## src/sv/cfq_pkg.sv

```systemverilog
`timescale 1ns / 1ps
// ----------------------------------------------------------------------------
// cfq_pkg
// Shared types and constants of the circular fifo queue core.
// ----------------------------------------------------------------------------
package cfq_pkg;

  // default build sizes
  localparam int unsigned CfqDepth     = 1024;
  localparam int unsigned CfqDataWidth = 16;

  // operation code carried by a request beat
  typedef enum logic {
    CMD_ENQ = 1'b0,
    CMD_DEQ = 1'b1
  } cmd_e;

  // sequencer states
  typedef enum logic [1:0] {
    ST_IDLE,
    ST_UPDATE,
    ST_READ,
    ST_LOAD
  } state_e;

  // commands from controller to datapath
  typedef struct packed {
    logic capture;
    logic update;
    logic read;
    logic load;
  } ctrl_t;

  // status from datapath to controller
  typedef struct packed {
    logic rsp_stall;
  } status_t;

endpackage

```

## src/sv/cfq_ctrl.sv

```systemverilog
`timescale 1ns / 1ps
// ----------------------------------------------------------------------------
// cfq_ctrl
// Sequencer: capture, pointer update, memory read, response load.
// ----------------------------------------------------------------------------
module cfq_ctrl
  import cfq_pkg::*;
(
  input  logic    clk_i,
  input  logic    rst_ni,
  input  logic    req_valid_i,
  output logic    req_ready_o,
  input  status_t status_i,
  output ctrl_t   ctrl_o
);

  state_e state_q, state_d;

  // state register
  always_ff @(posedge clk_i or negedge rst_ni) begin
    if (!rst_ni) begin
      state_q <= ST_IDLE;
    end else begin
      state_q <= state_d;
    end
  end

  // next state
  always_comb begin
    state_d = state_q;
    unique case (state_q)
      ST_IDLE: begin
        if (req_valid_i) state_d = ST_UPDATE;
      end
      ST_UPDATE: state_d = ST_READ;
      ST_READ:   state_d = ST_LOAD;
      ST_LOAD: begin
        if (!status_i.rsp_stall) state_d = ST_IDLE;
      end
      default:   state_d = ST_IDLE;
    endcase
  end

  // outputs
  always_comb begin
    req_ready_o = 1'b0;
    ctrl_o      = '0;
    unique case (state_q)
      ST_IDLE: begin
        req_ready_o    = 1'b1;
        ctrl_o.capture = req_valid_i;
      end
      ST_UPDATE: ctrl_o.update = 1'b1;
      ST_READ:   ctrl_o.read   = 1'b1;
      ST_LOAD:   ctrl_o.load   = !status_i.rsp_stall;
      default: begin
        req_ready_o = 1'b0;
      end
    endcase
  end

endmodule

```

## config.mk

```make
export PLATFORM = sky130hd
export DESIGN_NAME = cfq_ctrl
export DESIGN_NICKNAME = d
export VERILOG_FILES = /design/src/sv/cfq_pkg.sv /design/src/sv/cfq_ctrl.sv
export SDC_FILE = /design/constraint.sdc
export NUM_CORES = 1
export LEC_CHECK = 0
export ABC_AREA = 1
export BUFFER_PORTS_ARGS = -buffer_cell sky130_fd_sc_hd__buf_2
export CORE_AREA = 3 3 40 42
export CTS_BUF_LIST = sky130_fd_sc_hd__clkbuf_4 sky130_fd_sc_hd__clkbuf_8 sky130_fd_sc_hd__clkbuf_16
export CTS_CLUSTER_SIZE = 25
export DETAILED_ROUTE_END_ITERATION = 7
export DIE_AREA = 0 0 43 45
export GPL_ROUTABILITY_DRIVEN = 0
export GPL_TIMING_DRIVEN = 0
export PLACE_DENSITY = 0.34
export SETUP_SLACK_MARGIN = 0.2
export SYNTH_ARGS = -nofsm -noshare
export SYNTH_HDL_FRONTEND = slang
export SYNTH_SLANG_ARGS = --single-unit
```

## constraint.sdc

```tcl
create_clock -name clk_i -period 2.99 [get_ports clk_i]
set_input_delay 0.4485 -clock clk_i [delete_from_list [all_inputs] [get_ports clk_i]]
set_output_delay 0.4485 -clock clk_i [all_outputs]
set_load 0.005 [all_outputs]
```

# Yosys cells after proc, flatten, opt, wreduce, memory -nomap -nowiden

Cells that the tools add are included.

Flip-flop bits (word level): 2
Output and inout bits: 5
Bits of input ports: 4
Word-level logic and storage cells: 17

Reduce and logical (&&, ||, !) cells: 3
Equal/unequal tests: 5
Muxes and demuxes: 8

Operator list:

| cell                                                                  | number |
|---|---|
| 2-bit case mux with 4 select lines                                    | 1 |
| 1-bit two-way mux                                                     | 5 |
| 2-bit equality test, second input constant                            | 2 |
| 2-bit two-way mux                                                     | 2 |
| 2-bit != test, second input constant                                  | 2 |
| 2-bit by 1-bit equality test with 1-bit output, second input constant | 1 |
| 2-bit zero test                                                       | 1 |
| 2-bit AND reduction                                                   | 1 |
| 1-bit zero test                                                       | 1 |

# Longest topological paths before layout

Gate-level depths: netlist (run 1).

Depth after elaboration: 3
Gate-level depth with buffers: 6
Depth with buffers taken out: 6

# Least setup slack after synthesis (run 1)

Ideal clock, no wire load.

Path kind: register to output
From: reg state_q[0]
To: out ctrl_o[3] in the netlist's numbering
Arrival: 0.804 ns
Slack: 1.738 ns
Required time: 2.542 ns
Buffers on the path: 0
Cell stages (with the launch flop): 5
Path through: dfrtp_1 inv_1 ha_1 nand2_1 inv_1

RTL lines:

| item                     | RTL line       | source |
|---|---|---|
| start: declaration       | cfq_ctrl.sv:17 | `state_e state_q, state_d;` |
| start signal: assignment | cfq_ctrl.sv:24 | `state_q <= state_d;` |
| end: declaration         | cfq_ctrl.sv:14 | `output ctrl_t ctrl_o` |

==> impl_metrics.ini, run 1 <==
[status]
status = finished clean

[finish]
layout_commonest_cell = buf_2
fin_area_sq_um = 272.8
largest-register = state_q
nets = 47
diodes = 0
fin_cells = 52
mostFrequentLayoutCells = 8 x buf_2, 7 x inv_1, 6 x nand2_1
top_regs = state_q (2)
largest_register_ffs = 2
drive_gt1_share_pct = 37.84
areaGrowthSynthToFinish_pct = 50.35
nFillCells = 161

[synthesis]
avgSynthCellArea_sq_um = 7.257
yosysUniqueCellTypes = 7
syn_inst = 25
synthTopCellsByArea = dfrtp_1 28%, ha_1 28%, inv_1 14%
yosysSeqAreaShare_pct = 27.59
ys_seq_elements = 2
synth_top_area_share_pct = 27.59
yosys_warnings = 0
syn-num-nets = 33
yosys.area.top_type = dfrtp_1
syn_area_sq_um = 181.4

[clocking]
clock_tree.buffer_depth = 2
cts_sinks = 2
cts_tree = yes
cts_htree_levels = 1
postCtsHoldBufs = 1
cts_made_buffers = 3
clk_pin_slew_ps = 30
ctsResizeCount = 0
root_buffer = clkbuf_4
clock_latency_ps = 220
post-cts-setup-buffers = 0

[floorplanning]
io_pins = 9
std_cell_rows = 13
die_x_microns = 43
design.die.area_sq_um = 1935
initial_utilization_pct = 14.12
design.core.area_sq_um = 1285
die_h_microns = 45

[worst_setup_path]
crit_required_ps = 2540
cp_num_buf_inv = 3
critPathMaxStageDelay_ps = 390
crit_slowest_cell = dfrtp_1
crit_top_cell = inv_1
cp_top_family = flip-flops
crit_chain = inv_1 > ha_1 > nand2_1 > inv_1 > buf_2
cp_max_fo = 4
arrival_ps = 1140
start_kind = register
worstSetupEndpointType = output port
critical_path_class = register to output port

[job]
drv_cap = 0

[placement]
port_buffers = 8
dp_hpwl_microns = 298.8
place_inst = 48
dpl_worst_slack_ps = 1627
place_area_sq_um = 240.2

[power]
irDropWorstVdd_uv = 361.8
power.leakage_uw = 0.0001750
p_comb_share_pct = 54.3
clkPwrFrac_pct = 23.3
intPower_uw = 150.2
sequentialPowerShare_pct = 22.4
p_sw_share_pct = 41.27
power.density_nw_per_um2 = 937.9
power.switching_uw = 105.6

[route]
post_drt_wl_per_cell_microns = 6.750
firstDrtPassIters = 1
vias = 177
drc = 0
routed_wl_microns = 351
first_iter_violations = 0
viasPerCell = 3.404
ant_nets = 0

[sta]
setup_violations = 0
finalHoldViolCount = 0
fmax_ghz = 0.6302
post-route-period-util_pct = 53.07
clock_skew_ps = 3.098
max_slew_margin_pct = 90.73
finalMaxSlewViolations = 0
rsz0062_at_grt = no
worst_pin_slew_ps = 139.0
period_needed_ps = 1587
fin_ws_ps = 1403
setup-tns-final_ps = 0

[grt]
grt_start_max_net_pins = 5
first_global_vias = 164
track_usage_pct = 4.663
antenna_found_initial = 0
grt_pass1_wl_microns = 621
overflow = 0

[min_path]
hold_class = register to register
[power by group through the flow]
stage          Sequential (uW)  Combinational (uW)  Clock [uW]
2_1_floorplan             54.6                98.8           0
3_3_place_gp              58.1                 139           0
3_5_place_dp              58.0                 143           0
4_1_cts                   57.7                 145        65.1
5_1_grt                   59.9                 169        67.1
6_report                  57.3                 139        59.7
[synthesized netlist by cell type]
cell	n
inv_1	7
dfrtp_1	2
ha_1	4
nand2_2	3
nand3_1	2
nor2_1	1
nand2_1	6
[area by class of cell]
cell class / count / area (sq um) / area share, %
Inverter: 7 / 26.28 / 9.633
Tap cell: 15 / 18.77 / 6.881
Timing Repair Buffer: 9 / 50.05 / 18.35
Sequential cell: 2 / 50.05 / 18.35
Multi-Input combinational cell: 16 / 105.1 / 38.53
Clock buffer: 3 / 22.52 / 8.257
[path summary, 6_finish.rpt]
path / from / endpoint / slack [ps] / depth (start not counted)
worst max register to register: state_q[0]$_DFFE_PN0P_ / state_q[1]$_DFFE_PN0P_ / 1910 / 6
worst min-delay path: state_q[1]$_DFFE_PN0P_ / state_q[1]$_DFFE_PN0P_ / 530 / 2
worst max-delay path: state_q[0]$_DFFE_PN0P_ / ctrl_o[3] / 1400 / 5
min in group asynchronous: rst_ni / state_q[0]$_DFFE_PN0P_ / 540 / 2
worst min register to register: state_q[1]$_DFFE_PN0P_ / state_q[1]$_DFFE_PN0P_ / 530 / 2
max in group asynchronous: rst_ni / state_q[1]$_DFFE_PN0P_ / 2360 / 2
[stage by stage]
| step | total power, uW | utilization (%) | hold WS, ps |
|---|---|---|---|
| global route | 296.1 | 21.23 | 534.4 |
| floorplan | 153.4 | - | 152.9 |
| global placement | 197.4 | 18.70 | 232.7 |
| detailed placement | 201.5 | 18.70 | 235.4 |
| finish | 255.8 | 21.23 | 532.4 |
| CTS | 267.9 | 21.23 | 522.9 |
[tightest hold or removal path, delay by kind of cell, from the launching register on]
kind             cells  cell delay, ps
DFF                  1             370
and+or+nand+nor      2             120
[metal layers]
layer	share of wire (%)	track usage, %
met2	50	6.587
met5	0	0
met4	0	5.422
met1	42	4.337
met3	8.3	2.789
[logic make-up after synthesis]
group / Yosys count / share of synthesized area [%]
AND/OR/NAND/NOR: 12 / 30.34
buffers and inverters: 7 / 14.49
adder cells (fa/ha/maj): 4 / 27.59
flip-flops: 2 / 27.59
Power figures use the tool's default switching activity.
==> run 2, diff against run 1 <==
--- a/config.mk
+++ b/config.mk
@@ -5,7 +5,7 @@
 export SDC_FILE = /design/constraint.sdc
 export NUM_CORES = 1
 export LEC_CHECK = 0
-export ABC_AREA = 1
+export ABC_AREA = 0
 export BUFFER_PORTS_ARGS = -buffer_cell sky130_fd_sc_hd__buf_2
 export CORE_AREA = 3 3 40 42
 export CTS_BUF_LIST = sky130_fd_sc_hd__clkbuf_4 sky130_fd_sc_hd__clkbuf_8 sky130_fd_sc_hd__clkbuf_16
==> constraint.sdc (replaced) <==
create_clock -name clk_i -period 1.3 [get_ports clk_i]
set_input_delay 0.195 -clock clk_i [delete_from_list [all_inputs] [get_ports clk_i]]
set_output_delay 0.195 -clock clk_i [all_outputs]
set_load 0.005 [all_outputs]
==> run 2 against run 1 <==
  * Clock skew grew 0.63 ps
  * Critical endpoint is now ctrl_o[0]
  * Sequential share of layout area shrank 3.0 points
  * Combinational power grew to 3.8 times the previous value
  * Cell count shrank 12%
  * Hold slack lost 250 ps
  * The run now ends with negative setup slack left
  * Power grew to 3.1 times the previous value
  * First-iteration DRC count is the same
==> impl_metrics.ini, run 2 <==
[floorplanning]
die_x_microns = 43
design.die.area_sq_um = 1935
die_h_microns = 45
design.core.area_sq_um = 1285
initial_utilization_pct = 13.73
std_cell_rows = 13
io_pins = 9

[clocking]
cts_made_buffers = 3
clock_tree.buffer_depth = 2
root_buffer = clkbuf_4
cts_tree = yes
cts_sinks = 2
cts_htree_levels = 1
clock_latency_ps = 220
clk_pin_slew_ps = 30

[synthesis]
synth_edf_count = 0
syn_inst = 16
yosys.area.top_type = dfrtp_1
synthTopCellsByArea = dfrtp_1 28%, ha_1 28%, a21boi_4 11%
avgSynthCellArea_sq_um = 11.03
yosysSeqAreaShare_pct = 28.37
synth_top_area_share_pct = 28.37
ys_top_cells_by_count = 4 x ha_1, 3 x inv_1, 2 x dfrtp_1
synth.most_common_cell = ha_1
async_flop_share_pct = 100.0
syn_area_sq_um = 176.4
syn-num-nets = 24
yosysUniqueCellTypes = 10
yosys_warnings = 0
synth-main-ff-cell = dfrtp_1
ys_seq_elements = 2

[sta]
finalHoldViolCount = 0
period_needed_ps = 1319
worst_pin_slew_ps = 150.4
finalMaxSlewViolations = 0
clock_skew_ps = 3.728
rsz0062_at_grt = yes
fmax_ghz = 0.7582
post-route-period-util_pct = 101.5
max_slew_margin_pct = 89.97
setup_violations = 3
fin_ws_ps = -18.88

[worst_setup_path]
cp_num_buf_inv = 1
critical_path_class = register to output port
r2r_end = state_q[1]$_DFFE_PN0P_
startpoint = state_q[0]$_DFFE_PN0P_
start_kind = register
crit_slowest_cell = dfrtp_1
worstSetupEndpointType = output port
arrival_ps = 1120
crit_end = ctrl_o[0]
reg2regPathDepth = 4
crit_chain = ha_2 > and2b_2 > buf_2
r2r_start = state_q[0]$_DFFE_PN0P_
cp_max_fo = 3
cp_num_cells = 3
crit_required_ps = 1110
reg2reg_slack_ps = -20
cp_top_family = flip-flops
critPathMaxStageDelay_ps = 400

[grt]
track_usage_pct = 4.167
overflow = 0
grt_start_max_net_pins = 5
antenna_found_initial = 0
first_global_vias = 151
grt_pass1_wl_microns = 558

[finish]
largest_register_ffs = 2
seqCellArea_sq_um = 50.05
areaGrowthSynthToFinish_pct = 85.11
layout_commonest_cell = buf_2
nFillCells = 149
drive_gt1_share_pct = 77.42
multi_input_area_sq_um = 141.4
fin_cells = 46
mostFrequentLayoutCells = 7 x buf_2, 3 x clkbuf_4
diodes = 0
top_regs = state_q (2)
nets = 41
fin_util_pct = 25.41
largest-register = state_q
fin_area_sq_um = 326.6

[job]
drv_cap = 0

[placement]
place_area_sq_um = 240.2
place_inst = 39
dp_hpwl_microns = 275.2
port_buffers = 8

[route]
vias = 162
viasPerCell = 3.522
first_iter_violations = 0
routed_wl_microns = 398
ant_nets = 0
drc = 0
firstDrtPassIters = 1
post_drt_wl_per_cell_microns = 8.652

[power]
power.leakage_uw = 0.0001733
power.density_nw_per_um2 = 2436
irDropWorstVdd_uv = 775.7

[min_path]
hold_class = primary input to asynchronous set/reset pin

[status]
status = complete, but fails checks
violations = negative setup slack
-- run 2: cell type report --
cell class / instances / area share (%)
clock buffer: 3 / 6.897
inverter: 3 / 3.448
multi-input combinational: 11 / 43.30
sequential: 2 / 15.33
tap: 15 / 5.747
timing repair buffer: 12 / 25.29
-- run 2: cells by family after synthesis --
logic type	count (synthesis)	synth area share, %
buf+inv	3	6.383
mux	1	8.508
flops	2	28.37
fa+ha+maj	4	28.37
simple gates	4	12.77
compound gates	2	15.60
-- run 2: stage by stage --
step / TNS, ps / hold WS, ps / setup WS [ps] / total power, uW
after floorplan: 0 / -100.6 / 64.45 / 382.9
after CTS: -91.39 / 246.5 / -36.68 / 738.2
after detailed placement: -14.64 / -18.61 / -14.64 / 490.4
after global routing: -212.5 / 306.1 / -66.89 / 871.9
after global placement: -2.427 / -20.89 / -2.427 / 489.1
final: -42.38 / 284.6 / -18.88 / 795.5
-- run 2: what timing repair did --
action                                  CTS  global route
endpoints found under the setup margin    7             7
buffers inserted                          1             2
hold endpoints to repair                  2             0
hold buffers                              1             0
resized for setup                         4             4
pin swaps                                 1             3
-- run 2: report_power, final --
part	leakage [uW]	switching (uW)	total [uW]	internal [uW]
registers	0.0000235	37.4	136	98.6
clock network	0.0000138	33.7	135	102
logic	0.000136	205	524	319
total	0.000173	276	795	520
-- run 2: worst min-delay path by stage --
stage	slack [ps]	endpoint	from	cells past startpoint
CTS	250	state_q[0]$_DFFE_PN0P_	status_i	3
floorplan	-100	state_q[0]$_DFFE_PN0P_	rst_ni	0
finish	280	state_q[0]$_DFFE_PN0P_	rst_ni	2
global route	310	state_q[0]$_DFFE_PN0P_	rst_ni	2
detailed placement	-20	state_q[0]$_DFFE_PN0P_	rst_ni	1
global placement	-20	state_q[1]$_DFFE_PN0P_	rst_ni	1
-- run 2: per-layer routing --
| layer | global-route usage (%) | wire length (microns) | vias to the layer above |
|---|---|---|---|
| met5 | 0 | 0 | - |
| met4 | 3.614 | 0 | 0 |
| met3 | 2.789 | 29 | 0 |
| met2 | 6.287 | 204 | 7 |
| met1 | 3.865 | 164 | 73 |
| li1 | - | - | 82 |
